[config.mk]
export PLATFORM = sky130hd
export DESIGN_NAME = ethernet_encap_header_parser
export DESIGN_NICKNAME = d
export VERILOG_FILES = /design/src/rtl/ehp_pkg.sv /design/src/rtl/ehp_front.sv /design/src/rtl/ehp_queue.sv /design/src/rtl/ehp_back.sv /design/src/rtl/ethernet_encap_header_parser.sv
export SDC_FILE = /design/constraint.sdc
export NUM_CORES = 2
export LEC_CHECK = 0
export ABC_AREA = 1
export BUFFER_PORTS_ARGS = -buffer_cell sky130_fd_sc_hd__buf_2
export CORE_MARGIN = 4
export CORE_UTILIZATION = 45
export DETAILED_ROUTE_END_ITERATION = 10
export PLACE_DENSITY = 0.66
export SETUP_SLACK_MARGIN = 0.5
export SLEW_MARGIN = 20
export SYNTH_ARGS = -nofsm -noshare
export SYNTH_HDL_FRONTEND = slang
export SYNTH_SLANG_ARGS = --single-unit
export TNS_END_PERCENT = 10
[constraint.sdc]
create_clock -name i_clk -period 19.1 [get_ports i_clk]
set_input_delay 2.865 -clock i_clk [delete_from_list [all_inputs] [get_ports i_clk]]
set_output_delay 2.865 -clock i_clk [all_outputs]
set_load 0.01 [all_outputs]
[src/rtl/ehp_pkg.sv]
// Shared types, constants and codes for the Ethernet encapsulation header parser.
package ehp_pkg;

    localparam int MAX_MPLS_ENTRIES = 8;
    localparam int MAX_VLAN_TAGS    = 4;

    localparam int JOB_DEPTH = 4;
    localparam int JOB_PTR_W = $clog2(JOB_DEPTH);

    localparam logic [15:0] ETYPE_IPV4   = 16'h0800;
    localparam logic [15:0] ETYPE_IPV6   = 16'h86DD;
    localparam logic [15:0] ETYPE_ARP    = 16'h0806;
    localparam logic [15:0] ETYPE_CTAG   = 16'h8100;
    localparam logic [15:0] ETYPE_STAG   = 16'h88A8;
    localparam logic [15:0] ETYPE_MPLS_U = 16'h8847;
    localparam logic [15:0] ETYPE_MPLS_M = 16'h8848;

    localparam logic [15:0] ETH_TYPE_POS = 16'd13;
    localparam logic [15:0] POS_MAX      = 16'hFFFF;
    localparam logic [3:0]  NIB_IPV4     = 4'd4;
    localparam logic [3:0]  NIB_IPV6     = 4'd6;

    localparam logic [1:0] KIND_ETH  = 2'd0;
    localparam logic [1:0] KIND_VLAN = 2'd1;
    localparam logic [1:0] KIND_MPLS = 2'd2;
    localparam logic [1:0] KIND_SUM  = 2'd3;

    localparam logic [2:0] ST_OK         = 3'd0;
    localparam logic [2:0] ST_SHORT      = 3'd1;
    localparam logic [2:0] ST_VLAN_TRUNC = 3'd2;
    localparam logic [2:0] ST_MPLS_TRUNC = 3'd3;
    localparam logic [2:0] ST_UNKNOWN    = 3'd4;
    localparam logic [2:0] ST_TOO_MANY   = 3'd5;
    localparam logic [2:0] ST_NO_INNER   = 3'd6;

    localparam logic [0:0] REG_BASE_OFFSET = 1'b0;

    typedef enum logic [2:0] {
        PH_ETH,
        PH_VLAN,
        PH_MPLS,
        PH_NIBBLE,
        PH_DONE
    } t_phase;

    // One queued entry: the record a byte closes, the summary, or both.
    typedef struct packed {
        logic        has_rec;
        logic [1:0]  rec_kind;
        logic [47:0] dst_mac;
        logic [47:0] src_mac;
        logic [15:0] type_value;
        logic [19:0] tag_id;
        logic [2:0]  priority_res;
        logic [7:0]  hop_limit;
        logic        bottom_of_stack;
        logic [2:0]  entry_index;
        logic [15:0] rec_pos;
        logic        has_sum;
        logic [15:0] sum_type;
        logic [15:0] sum_pos;
        logic [2:0]  sum_status;
    } t_job;

endpackage

[src/rtl/ehp_front.sv]
// Front end: takes frame bytes, runs the header parse and queues record jobs.
module ehp_front
    import ehp_pkg::*;
(
    input  logic       i_clk,
    input  logic       i_rst_n,
    input  logic       i_valid,
    output logic       o_ready,
    input  logic [7:0] i_frame_byte,
    input  logic       i_first_of_frame,
    input  logic       i_last_of_frame,
    input  logic       i_full,
    output logic       o_push,
    output t_job       o_job
);

    localparam logic [2:0] VLAN_MAX_C = 3'(MAX_VLAN_TAGS);
    localparam logic [3:0] MPLS_MAX_C = 4'(MAX_MPLS_ENTRIES);

    logic [15:0] r_byte_count, n_byte_count;
    t_phase      r_phase, n_phase;
    logic [47:0] r_dst, n_dst;
    logic [47:0] r_src, n_src;
    logic [31:0] r_word, n_word;
    logic [1:0]  r_phase_bytes, n_phase_bytes;
    logic [2:0]  r_vlan_count, n_vlan_count;
    logic [3:0]  r_mpls_count, n_mpls_count;
    logic [15:0] r_routed_type, n_routed_type;
    logic [15:0] r_payload, n_payload;
    logic [2:0]  r_status, n_status;

    logic        accept;
    t_job        job;

    assign o_ready = !i_full;
    assign accept  = i_valid && o_ready;
    assign o_push  = accept && (job.has_rec || job.has_sum);
    assign o_job   = job;

    always_comb begin
        logic [15:0] pos;
        logic [15:0] pos_next;
        logic        do_route;
        logic [15:0] route_type;

        n_byte_count  = r_byte_count;
        n_phase       = r_phase;
        n_dst         = r_dst;
        n_src         = r_src;
        n_word        = r_word;
        n_phase_bytes = r_phase_bytes;
        n_vlan_count  = r_vlan_count;
        n_mpls_count  = r_mpls_count;
        n_routed_type = r_routed_type;
        n_payload     = r_payload;
        n_status      = r_status;
        job           = '0;
        do_route      = 1'b0;
        route_type    = '0;

        if (i_first_of_frame) begin
            n_byte_count  = '0;
            n_phase       = PH_ETH;
            n_dst         = '0;
            n_src         = '0;
            n_word        = '0;
            n_phase_bytes = '0;
            n_vlan_count  = '0;
            n_mpls_count  = '0;
            n_routed_type = '0;
            n_payload     = '0;
            n_status      = ST_OK;
        end

        pos      = n_byte_count;
        pos_next = (pos == POS_MAX) ? pos : pos + 16'd1;

        unique case (n_phase)
            PH_ETH: begin
                if (pos < 16'd6) begin
                    n_dst = {n_dst[39:0], i_frame_byte};
                end else if (pos < 16'd12) begin
                    n_src = {n_src[39:0], i_frame_byte};
                end else begin
                    n_word = {16'h0, n_word[7:0], i_frame_byte};
                end
                if (pos == ETH_TYPE_POS) begin
                    job.has_rec    = 1'b1;
                    job.rec_kind   = KIND_ETH;
                    job.dst_mac    = n_dst;
                    job.src_mac    = n_src;
                    job.type_value = n_word[15:0];
                    job.rec_pos    = '0;
                    do_route       = 1'b1;
                    route_type     = n_word[15:0];
                end
            end
            PH_VLAN: begin
                n_word        = {n_word[23:0], i_frame_byte};
                n_phase_bytes = n_phase_bytes + 2'd1;
                if (n_phase_bytes == 2'd0) begin
                    job.has_rec      = 1'b1;
                    job.rec_kind     = KIND_VLAN;
                    job.type_value   = n_word[15:0];
                    job.tag_id       = {8'h0, n_word[27:16]};
                    job.priority_res = n_word[31:29];
                    job.entry_index  = n_vlan_count;
                    job.rec_pos      = n_payload;
                    n_vlan_count     = n_vlan_count + 3'd1;
                    do_route         = 1'b1;
                    route_type       = n_word[15:0];
                end
            end
            PH_MPLS: begin
                n_word        = {n_word[23:0], i_frame_byte};
                n_phase_bytes = n_phase_bytes + 2'd1;
                if (n_phase_bytes == 2'd0) begin
                    job.has_rec         = 1'b1;
                    job.rec_kind        = KIND_MPLS;
                    job.tag_id          = n_word[31:12];
                    job.priority_res    = n_word[11:9];
                    job.hop_limit       = n_word[7:0];
                    job.bottom_of_stack = n_word[8];
                    job.entry_index     = n_mpls_count[2:0];
                    job.rec_pos         = n_payload;
                    n_mpls_count        = n_mpls_count + 4'd1;
                    n_payload           = pos_next;
                    if (n_word[8] || n_mpls_count >= MPLS_MAX_C) begin
                        n_phase = PH_NIBBLE;
                    end
                    n_word = '0;
                end
            end
            PH_NIBBLE: begin
                if (i_frame_byte[7:4] == NIB_IPV4) begin
                    n_routed_type = ETYPE_IPV4;
                    n_status      = ST_OK;
                end else if (i_frame_byte[7:4] == NIB_IPV6) begin
                    n_routed_type = ETYPE_IPV6;
                    n_status      = ST_OK;
                end else begin
                    n_routed_type = '0;
                    n_status      = ST_NO_INNER;
                end
                n_phase = PH_DONE;
            end
            PH_DONE: begin
            end
            default: begin
                n_phase = PH_DONE;
            end
        endcase

        if (do_route) begin
            n_payload     = pos_next;
            n_phase_bytes = '0;
            n_word        = '0;
            unique case (route_type)
                ETYPE_IPV4, ETYPE_IPV6, ETYPE_ARP: begin
                    n_routed_type = route_type;
                    n_status      = ST_OK;
                    n_phase       = PH_DONE;
                end
                ETYPE_CTAG, ETYPE_STAG: begin
                    if (n_vlan_count >= VLAN_MAX_C) begin
                        n_status = ST_TOO_MANY;
                        n_phase  = PH_DONE;
                    end else begin
                        n_phase = PH_VLAN;
                    end
                end
                ETYPE_MPLS_U, ETYPE_MPLS_M: begin
                    n_mpls_count = '0;
                    n_phase      = PH_MPLS;
                end
                default: begin
                    n_status = ST_UNKNOWN;
                    n_phase  = PH_DONE;
                end
            endcase
        end

        n_byte_count = pos_next;

        if (i_last_of_frame) begin
            job.has_sum  = 1'b1;
            job.sum_pos  = n_payload;
            job.sum_type = '0;
            unique case (n_phase)
                PH_ETH: begin
                    job.sum_status = ST_SHORT;
                    job.sum_pos    = '0;
                end
                PH_VLAN: job.sum_status = ST_VLAN_TRUNC;
                PH_MPLS: begin
                    job.sum_status = (n_phase_bytes != 2'd0 || n_mpls_count == 4'd0)
                                   ? ST_MPLS_TRUNC : ST_NO_INNER;
                end
                PH_NIBBLE: job.sum_status = ST_NO_INNER;
                default: begin
                    job.sum_status = n_status;
                    job.sum_type   = (n_status == ST_OK) ? n_routed_type : '0;
                end
            endcase
            n_byte_count  = '0;
            n_phase       = PH_ETH;
            n_dst         = '0;
            n_src         = '0;
            n_word        = '0;
            n_phase_bytes = '0;
            n_vlan_count  = '0;
            n_mpls_count  = '0;
            n_routed_type = '0;
            n_payload     = '0;
            n_status      = ST_OK;
        end
    end

    always_ff @(posedge i_clk) begin
        if (!i_rst_n) begin
            r_byte_count  <= '0;
            r_phase       <= PH_ETH;
            r_dst         <= '0;
            r_src         <= '0;
            r_word        <= '0;
            r_phase_bytes <= '0;
            r_vlan_count  <= '0;
            r_mpls_count  <= '0;
            r_routed_type <= '0;
            r_payload     <= '0;
            r_status      <= ST_OK;
        end else if (accept) begin
            r_byte_count  <= n_byte_count;
            r_phase       <= n_phase;
            r_dst         <= n_dst;
            r_src         <= n_src;
            r_word        <= n_word;
            r_phase_bytes <= n_phase_bytes;
            r_vlan_count  <= n_vlan_count;
            r_mpls_count  <= n_mpls_count;
            r_routed_type <= n_routed_type;
            r_payload     <= n_payload;
            r_status      <= n_status;
        end
    end

endmodule

[src/rtl/ehp_queue.sv]
// Short job queue between the parse front end and the record emitter.
module ehp_queue
    import ehp_pkg::*;
(
    input  logic i_clk,
    input  logic i_rst_n,
    input  logic i_push,
    input  t_job i_job,
    output logic o_full,
    input  logic i_pop,
    output t_job o_job,
    output logic o_empty
);

    t_job                 r_mem [JOB_DEPTH];
    logic [JOB_PTR_W-1:0] r_wr_ptr, r_rd_ptr;
    logic [JOB_PTR_W:0]   r_count;

    assign o_full  = (r_count == (JOB_PTR_W + 1)'(JOB_DEPTH));
    assign o_empty = (r_count == '0);
    assign o_job   = r_mem[r_rd_ptr];

    always_ff @(posedge i_clk) begin
        if (i_push) begin
            r_mem[r_wr_ptr] <= i_job;
        end
    end

    always_ff @(posedge i_clk) begin
        if (!i_rst_n) begin
            r_wr_ptr <= '0;
            r_rd_ptr <= '0;
            r_count  <= '0;
        end else begin
            if (i_push) begin
                r_wr_ptr <= r_wr_ptr + 1'b1;
            end
            if (i_pop) begin
                r_rd_ptr <= r_rd_ptr + 1'b1;
            end
            unique case ({i_push, i_pop})
                2'b10:   r_count <= r_count + 1'b1;
                2'b01:   r_count <= r_count - 1'b1;
                default: r_count <= r_count;
            endcase
        end
    end

    a_no_push_full: assert property (@(posedge i_clk) disable iff (!i_rst_n)
        o_full |-> !i_push)
        else $error("push into full job queue");

    a_no_pop_empty: assert property (@(posedge i_clk) disable iff (!i_rst_n)
        o_empty |-> !i_pop)
        else $error("pop from empty job queue");

    a_count_range: assert property (@(posedge i_clk) disable iff (!i_rst_n)
        r_count <= (JOB_PTR_W + 1)'(JOB_DEPTH))
        else $error("job queue count out of range");

endmodule

[src/rtl/ehp_back.sv]
// Back end: expands queued jobs into records held in the output register.
module ehp_back
    import ehp_pkg::*;
(
    input  logic        i_clk,
    input  logic        i_rst_n,
    input  logic [15:0] i_base_offset,
    input  t_job        i_job,
    input  logic        i_empty,
    output logic        o_pop,
    output logic        o_valid,
    input  logic        i_ready,
    output logic [1:0]  o_record_kind,
    output logic [47:0] o_dst_mac,
    output logic [47:0] o_src_mac,
    output logic [15:0] o_type_value,
    output logic [19:0] o_tag_id,
    output logic [2:0]  o_priority_res,
    output logic [7:0]  o_hop_limit,
    output logic        o_bottom_of_stack,
    output logic [2:0]  o_entry_index,
    output logic [15:0] o_field_offset,
    output logic [2:0]  o_status,
    output logic        o_last_of_run
);

    logic        r_valid, n_valid;
    logic        r_half, n_half;
    logic [1:0]  r_kind;
    logic [47:0] r_dst, r_src;
    logic [15:0] r_type;
    logic [19:0] r_id;
    logic [2:0]  r_pri;
    logic [7:0]  r_hop;
    logic        r_bos;
    logic [2:0]  r_idx;
    logic [15:0] r_off;
    logic [2:0]  r_stat;
    logic        r_last;

    logic        load;
    logic        both;
    logic        take_sum;

    assign load     = !r_valid || i_ready;
    assign both     = i_job.has_rec && i_job.has_sum;
    // r_half: the record half of a two-record job went out, summary is next
    assign take_sum = r_half || !i_job.has_rec;

    always_comb begin
        n_valid = r_valid;
        n_half  = r_half;
        o_pop   = 1'b0;
        if (load) begin
            n_valid = !i_empty;
            if (!i_empty) begin
                n_half = both && !r_half;
                o_pop  = !(both && !r_half);
            end
        end
    end

    always_ff @(posedge i_clk) begin
        if (!i_rst_n) begin
            r_valid <= 1'b0;
            r_half  <= 1'b0;
        end else begin
            r_valid <= n_valid;
            r_half  <= n_half;
        end
    end

    always_ff @(posedge i_clk) begin
        if (load && !i_empty) begin
            if (take_sum) begin
                r_kind <= KIND_SUM;
                r_dst  <= '0;
                r_src  <= '0;
                r_type <= i_job.sum_type;
                r_id   <= '0;
                r_pri  <= '0;
                r_hop  <= '0;
                r_bos  <= 1'b0;
                r_idx  <= '0;
                r_off  <= i_base_offset + i_job.sum_pos;
                r_stat <= i_job.sum_status;
                r_last <= 1'b1;
            end else begin
                r_kind <= i_job.rec_kind;
                r_dst  <= i_job.dst_mac;
                r_src  <= i_job.src_mac;
                r_type <= i_job.type_value;
                r_id   <= i_job.tag_id;
                r_pri  <= i_job.priority_res;
                r_hop  <= i_job.hop_limit;
                r_bos  <= i_job.bottom_of_stack;
                r_idx  <= i_job.entry_index;
                r_off  <= i_base_offset + i_job.rec_pos;
                r_stat <= ST_OK;
                r_last <= !i_job.has_sum;
            end
        end
    end

    assign o_valid           = r_valid;
    assign o_record_kind     = r_kind;
    assign o_dst_mac         = r_dst;
    assign o_src_mac         = r_src;
    assign o_type_value      = r_type;
    assign o_tag_id          = r_id;
    assign o_priority_res    = r_pri;
    assign o_hop_limit       = r_hop;
    assign o_bottom_of_stack = r_bos;
    assign o_entry_index     = r_idx;
    assign o_field_offset    = r_off;
    assign o_status          = r_stat;
    assign o_last_of_run     = r_last;

    a_half_holds_job: assert property (@(posedge i_clk) disable iff (!i_rst_n)
        r_half |-> !i_empty)
        else $error("summary half pending with no job in queue");

    a_summary_last: assert property (@(posedge i_clk) disable iff (!i_rst_n)
        (r_valid && r_kind == KIND_SUM) |-> r_last)
        else $error("summary record not marked last of run");

    a_pop_on_load: assert property (@(posedge i_clk) disable iff (!i_rst_n)
        o_pop |-> (load && !i_empty))
        else $error("job popped while output register busy");

endmodule

[src/rtl/ethernet_encap_header_parser.sv]
// Top level: Ethernet / VLAN / MPLS header parser with base offset register.
//
//   channel   direction  handshake            payload
//   byte in   input      i_valid / o_ready    i_frame_byte, first/last marks
//   record    output     o_valid / i_ready    o_record_kind .. o_last_of_run
//   config    input      psel/penable/pready  paddr, pwdata, prdata
//
// One byte is taken per cycle while the 4-entry job queue has room.
// A byte that closes a header and also ends the frame yields two records,
// which take the output register one after the other; the queue absorbs that.
// A record passes through the job queue and then the output register before it is offered.
// Reset is synchronous; no clearing pass follows it.
module ethernet_encap_header_parser
    import ehp_pkg::*;
(
    input  logic        i_clk,
    input  logic        i_rst_n,
    input  logic        i_valid,
    output logic        o_ready,
    input  logic [7:0]  i_frame_byte,
    input  logic        i_first_of_frame,
    input  logic        i_last_of_frame,
    output logic        o_valid,
    input  logic        i_ready,
    output logic [1:0]  o_record_kind,
    output logic [47:0] o_dst_mac,
    output logic [47:0] o_src_mac,
    output logic [15:0] o_type_value,
    output logic [19:0] o_tag_id,
    output logic [2:0]  o_priority_res,
    output logic [7:0]  o_hop_limit,
    output logic        o_bottom_of_stack,
    output logic [2:0]  o_entry_index,
    output logic [15:0] o_field_offset,
    output logic [2:0]  o_status,
    output logic        o_last_of_run,
    input  logic        psel,
    input  logic        penable,
    input  logic        pwrite,
    input  logic [2:0]  paddr,
    input  logic [31:0] pwdata,
    output logic [31:0] prdata,
    output logic        pready
);

    logic [15:0] r_base_offset;
    logic        push, pop, full, empty;
    t_job        job_in, job_out;

    assign pready = 1'b1;
    assign prdata = (paddr[2] == REG_BASE_OFFSET) ? {16'h0, r_base_offset} : '0;

    always_ff @(posedge i_clk) begin
        if (!i_rst_n) begin
            r_base_offset <= '0;
        end else if (psel && penable && pwrite && pready && paddr[2] == REG_BASE_OFFSET) begin
            r_base_offset <= pwdata[15:0];
        end
    end

    ehp_front u_front (
        .i_clk            (i_clk),
        .i_rst_n          (i_rst_n),
        .i_valid          (i_valid),
        .o_ready          (o_ready),
        .i_frame_byte     (i_frame_byte),
        .i_first_of_frame (i_first_of_frame),
        .i_last_of_frame  (i_last_of_frame),
        .i_full           (full),
        .o_push           (push),
        .o_job            (job_in)
    );

    ehp_queue u_queue (
        .i_clk   (i_clk),
        .i_rst_n (i_rst_n),
        .i_push  (push),
        .i_job   (job_in),
        .o_full  (full),
        .i_pop   (pop),
        .o_job   (job_out),
        .o_empty (empty)
    );

    ehp_back u_back (
        .i_clk             (i_clk),
        .i_rst_n           (i_rst_n),
        .i_base_offset     (r_base_offset),
        .i_job             (job_out),
        .i_empty           (empty),
        .o_pop             (pop),
        .o_valid           (o_valid),
        .i_ready           (i_ready),
        .o_record_kind     (o_record_kind),
        .o_dst_mac         (o_dst_mac),
        .o_src_mac         (o_src_mac),
        .o_type_value      (o_type_value),
        .o_tag_id          (o_tag_id),
        .o_priority_res    (o_priority_res),
        .o_hop_limit       (o_hop_limit),
        .o_bottom_of_stack (o_bottom_of_stack),
        .o_entry_index     (o_entry_index),
        .o_field_offset    (o_field_offset),
        .o_status          (o_status),
        .o_last_of_run     (o_last_of_run)
    );

endmodule
# Word level (Yosys, flattened, before mapping)

Memory sizes are Yosys's and may differ from the RTL's. A register that Yosys moved wholly into a read port is not among the register bits.
Cells that the tools add are included.

Register bits: 385
RAM bits: 808
Memories: 1

Memory list:

| name          | words | width | read ports | clocked after memory_dff | write ports | line            | RTL |
|---|---|---|---|---|---|---|---|
| u_queue.r_mem | 4     | 202   | 1          | 1                        | 1           | ehp_queue.sv:15 | `t_job r_mem [JOB_DEPTH];` |

Add/subtract/negate cells: 10
Magnitude comparators: 4
Eq/ne operators: 21
Muxes and demuxes: 96
Bitwise gates (word level): 2
Reductions and logical operators: 35

Operator list:

| cell                  | count |
|---|---|
| $mux 48               | 9 |
| $mux 16               | 23 |
| $mux 32               | 6 |
| $mux 115              | 1 |
| $eq 16x16->1 const B  | 6 |
| $mux 96               | 1 |
| $pmux 16 s2           | 3 |
| $pmux 32 s3           | 1 |
| $mux 3                | 20 |
| $mux 51               | 1 |
| $pmux 23 s2           | 1 |
| $mux 39               | 1 |
| $mux 36               | 1 |
| $add 16x16->16        | 2 |
| $eq 16x12->1 const B  | 2 |
| $mux 4                | 6 |
| $pmux 3 s2            | 4 |
| $mux 19               | 1 |
| $pmux 3 s3            | 2 |
| $add 16x1->16 const B | 1 |
| $eq 16x4->1 const B   | 1 |
| $lt 16x3->1 const B   | 1 |
| $lt 16x4->1 const B   | 1 |
| $eq 3x2->1 const B    | 4 |
| other kinds (28)      | 69 |

# Depth between registers and ports, before layout

Depth in word-level cells: 19
Gate-level depth with buffers: 28
Gate-level depth less buffers: 24

# Hierarchy

A second synthesis with hierarchy kept.

Cells, all modules: 5128
Area, all modules: 51833.5 µm²

By module, submodules not included:

| module                       | times used | cells each | area an instance (µm²) | sequential area each (µm²) |
|---|---|---|---|---|
| ehp_queue                    | 1          | 2010       | 30431.7                | 24443.4 |
| ehp_front                    | 1          | 2205       | 12718.4                | 3663.5 |
| ehp_back                     | 1          | 752        | 7614.8                 | 5114.9 |
| ethernet_encap_header_parser | 1          | 161        | 1068.5                 | 320.3 |

# Least setup slack after synthesis

Ideal clock, no wire load.

Kind: input-to-reg
From: input i_first_of_frame
To: memory u_queue.r_mem[0][0] (netlist name), enable pin
Setup time: 0.769 ns
Arrival: 13.250 ns
Required time: 18.331 ns
Setup slack: 5.082 ns
Stages on the path: 15
Cells stage by stage: inv_2 -> buf_2 -> buf_2 -> clkbuf_1 -> nand2_1 -> inv_1 -> ha_1 -> inv_1 -> nor2_4 -> nor2_1 -> inv_1 -> nor2_1 -> inv_1 -> o21ai_1 -> nor2_1

Cells in the longest elaborated chain, start to end: 9
Elaborated cells between the ends (all ways): 17
Classes of those cells: add/sub: 1; eq/ne: 3; mux: 9; reduce/logical: 4

RTL lines:

| what                             | line                               | RTL |
|---|---|---|
| start: declaration               | ethernet_encap_header_parser.sv:21 | `input logic i_first_of_frame,` |
| $mux 2                           | ehp_front.sv:61                    | `if (i_first_of_frame) begin` |
| $add 2x1->2                      | ehp_front.sv:100, ehp_front.sv:116 |  |
| $logic_not 2->1                  | ehp_front.sv:101, ehp_front.sv:117 |  |
| $mux 3, on equally long branches | ehp_front.sv:117, ehp_front.sv:101 |  |
| $pmux 3 s3 (*)                   | ehp_front.sv:78                    | `unique case (n_phase)` |
| $logic_or 1x1->1 (*)             | ehp_front.sv:37                    | `assign o_push = accept && (job.has_rec \|\| job.has_sum);` |
| $logic_and 1x1->1 (*)            | ehp_front.sv:37                    |  |
| $mux 1 (*)                       | ehp_queue.sv:24                    | `if (i_push) begin` |
| $mux 1 (not written as such) (*) | ehp_queue.sv:25                    | `r_mem[r_wr_ptr] <= i_job;` |
| end: declaration                 | ehp_queue.sv:15                    |  |

Every way passes the cells marked *; elsewhere a longest branch is shown, timed or not.

# Worst setup path in the final report

From: input i_first_of_frame
To: memory u_queue.r_mem[2][82] (netlist name), enable pin

The elaborated chain is that of the path after synthesis.

==> results.md <==
* Die height at ~340 µm
* EDFF count, synth at ~1000
* Grt ovf at 0
* Detailed Place HPWL at between 70000 and 80000 µm
* Status: finished clean
* CTS max path bufs at 3
* Net switching power at 2.30 mW
* Slew margin rel. at 20.5%
* Minimum clock period at around 9000 ps
* Area contributors post-synth: edfxtp_1 58%, dfxtp_1 8.3%, nor2_1 7.7%, nand2_1 5.9%, a21oi_1 5.3%
* Leakage at roughly 21 nW
* Layout cell share with drive strength beyond 1 at 10.4%
* Detailed Route WL at 126000 µm
* # clock sinks at 1187
* Final slew viol count at 0
* Vias in the first global route at between 30000 and 40000
* Multi-input combinational cell area at between 10000 and 15000 µm²
* Crit Path Max Fanout at 62
* Via count at between 30000 and 40000
* Mean post-synth cell area at just over 10 µm²
* Post-synth ARST share at 0%
* Part of the power in combinational logic at roughly 23%
* 1st-pass router iterations at 5
* Initial Util at 45.4%
* Clk root buf: clkbuf_16
* Cell Area, Synth at 50400 µm²
* Clock Power Share at about 33%
* YS warnings at 0
* Fillers at ~9700
* Internal at 5.10 mW
* Die X at approximately 340 µm
* Final setup fails at 0
* Post-synthesis sequential area ratio at 66.6%
* Antenna violations before repair at 12
* Max incr delay on CP at approximately 890 ps
* Sequential share of power at between 40% and 50%
* Global Route Usage Sum at 20.7%
* Unique masters post-synth at 50
* CP delay by family, top: buffers and inverters
* Num CTS Buffers at between 100 and 150
* Post-synth top cells: 1039 x nor2_1, 977 x edfxtp_1, 793 x nand2_1
* Synthesized instance count at 4918
* TritonCTS clock tree: built
* Wire length on met3 at 8830 µm
* Startpoint types: input port
* RePlAce Congestion at between 0.8 and 0.9
* CP arrival at ~9000 ps
* I/O pin total at around 260
* Initial drt markers at 3838
* Setup TNS at 0 ps
* Worst path slowest cell: buf_4
* Worst-margin pin slew at between 1000 and 1500 ps
* Via density per instance at 5.50
* Critical path type: in2reg
* Crit share post-route at 46.6%
* Max Cap Viol at 0
* Cts hold-fix bufs at 0
* Fin util at just over 50%
* Yosys top cell area share at 58.3%
* Buffers and inverters on the worst path at 8
* VDD IR max at approximately 0.13 mV
* Drt drc at 0
* Critical-path cell list: buf_2, nor2_1, nor2_4, buf_4, nand3_1, nor2_4, nor2_1, inv_1, nor2_1, buf_4, inv_1, o21ai_2, nor2_4, buf_4, buf_4, buf_4
* Clock transition at the registers of the reported paths at around 60 ps
* # resized after CTS at 0
* F_max at 112 MHz
* Cell Rows at 122
* Core area at 111000 µm²
* Hold Vio Cnt, Final at 0
* Clock Skew at ~65 ps
* Post-CTS setup buffer count at 0
* Antenna-violating nets left at 0
* Required time of the critical path at 19400 ps
* Metal-1 WL at between 50000 and 60000 µm
* Area growth, synth to finish at 12.7%
* First-pass GRT wire length at 192000 µm
* Die Footprint at 117000 µm²
* Net Sw Frac at 31.0%
* RSZ-0062 raised after global routing: false
* Worst setup EP type: flop
* Highest routed layer: met4
* Met2 WL at 59600 µm
* Total area of sequential cells at approximately 34000 µm²
* Latest clock arrival within the worst-skew pair at between 700 and 800 ps
* Htree depth at 3
* Largest area contributor in the netlist: edfxtp_1
* Nets@finish at 5065
* Post-synth top flop: edfxtp_1
* Most used cell, CP: buf_4
* Largest net degree at the start of global routing at approximately 260
* Wire per inst at between 15 and 20 µm
* Yosys reg bits at around 1200
* IO buf count at 220
* Count leader, synth: nor2_1
* P per Cell Area at approximately 130 nW/µm²
* HP Class: reg2reg
kinds of logic after synthesis:
kind of cell	synth area share [%]
AND/OR/NAND/NOR	15.2
buffers and inverters	3.97
AO/OA/AOI/OAI	13.1
flip-flops	66.6
adder cells (fa/ha/maj)	0.750
other	0.0149
XOR/XNOR	0.435
cells in the final DEF (no fill, tap or decap), types with 27 or more instances in the layout:
cell type / instances
o22ai_1: 62
inv_1: 145
dfxtp_1: 208
a31oi_1: 103
o21ai_0: 435
a21oi_1: 535
nand2_1: 792
ha_1: 27
nand3_1: 58
edfxtp_1: 977
buf_4: 49
clkbuf_16: 118
nor2_1: 1032
buf_2: 220
layout make-up:
cell class | instances | area share, %
well taps | 1488 | 3.28
repair buffers | 272 | 2.71
inverters | 162 | 1.12
clock buffers | 151 | 5.60
clock inverters | 74 | 1.81
diodes | 5 | 0.0220
flip-flops and latches | 1187 | 59.1
multi-input cells | 3243 | 26.4
metrics by stage:
step           worst slack [ps]  hold slack, ps  area (µm²)  power, mW  instances
6_report                  10200             464       56800       7.40       6582
5_1_grt                    9720             481       56800       7.74       6581
4_1_cts                    9970             464       56700       7.46       6576
3_5_place_dp               9220             455       52500       5.00       6351
3_3_place_gp               9300             438       52500       4.99       6351
2_1_floorplan              5080             436       50400       4.45       4933
worst paths after layout:
path | start | to | depth (start not counted) | slack (ps)
worst max-delay path | i_first_of_frame | u_queue.r_mem[2][82]$_DFFE_PP_ | 16 | 10200
worst min-delay path | u_front.r_payload[11]$_SDFFE_PN0P_ | u_front.r_payload[11]$_SDFFE_PN0P_ | 2 | 460
worst max register to register | u_front.r_phase[1]$_SDFFE_PN0P_ | u_queue.r_mem[2][82]$_DFFE_PP_ | 16 | 12470
worst min register to register | u_front.r_payload[11]$_SDFFE_PN0P_ | u_front.r_payload[11]$_SDFFE_PN0P_ | 2 | 460
state kept, by name, indices dropped and copies added (netlist names), 20 cells and up, named ones only:
| name | count |
|---|---|
| u_queue.r_mem | 808 |
| u_front.r_dst | 48 |
| u_back.o_dst_mac | 48 |
| u_front.r_word | 24 |
| u_back.o_tag_id | 20 |
| u_back.o_src_mac | 48 |
| u_front.r_src | 48 |
worst min-delay path, stage by stage (launching register included):
cell	delay [ps]
dfxtp_1	310
nand2_1	60
a21oi_1	50
power by group through the flow:
stage / logic [mW] / registers, mW / clock network (mW)
5_1_grt: 1.86 / 3.28 / 2.61
3_5_place_dp: 1.69 / 3.31 / 0
6_report: 1.68 / 3.25 / 2.46
4_1_cts: 1.70 / 3.26 / 2.50
2_1_floorplan: 0.935 / 3.52 / 0
3_3_place_gp: 1.68 / 3.31 / 0
layer usage:
layer	global-route usage (%)	up-vias
met2	33.3	1315
met1	29.2	17500
met5	0	-
met4	6.65	0
met3	3.02	198
li1	-	17200
Power figures use the tool's default switching activity.
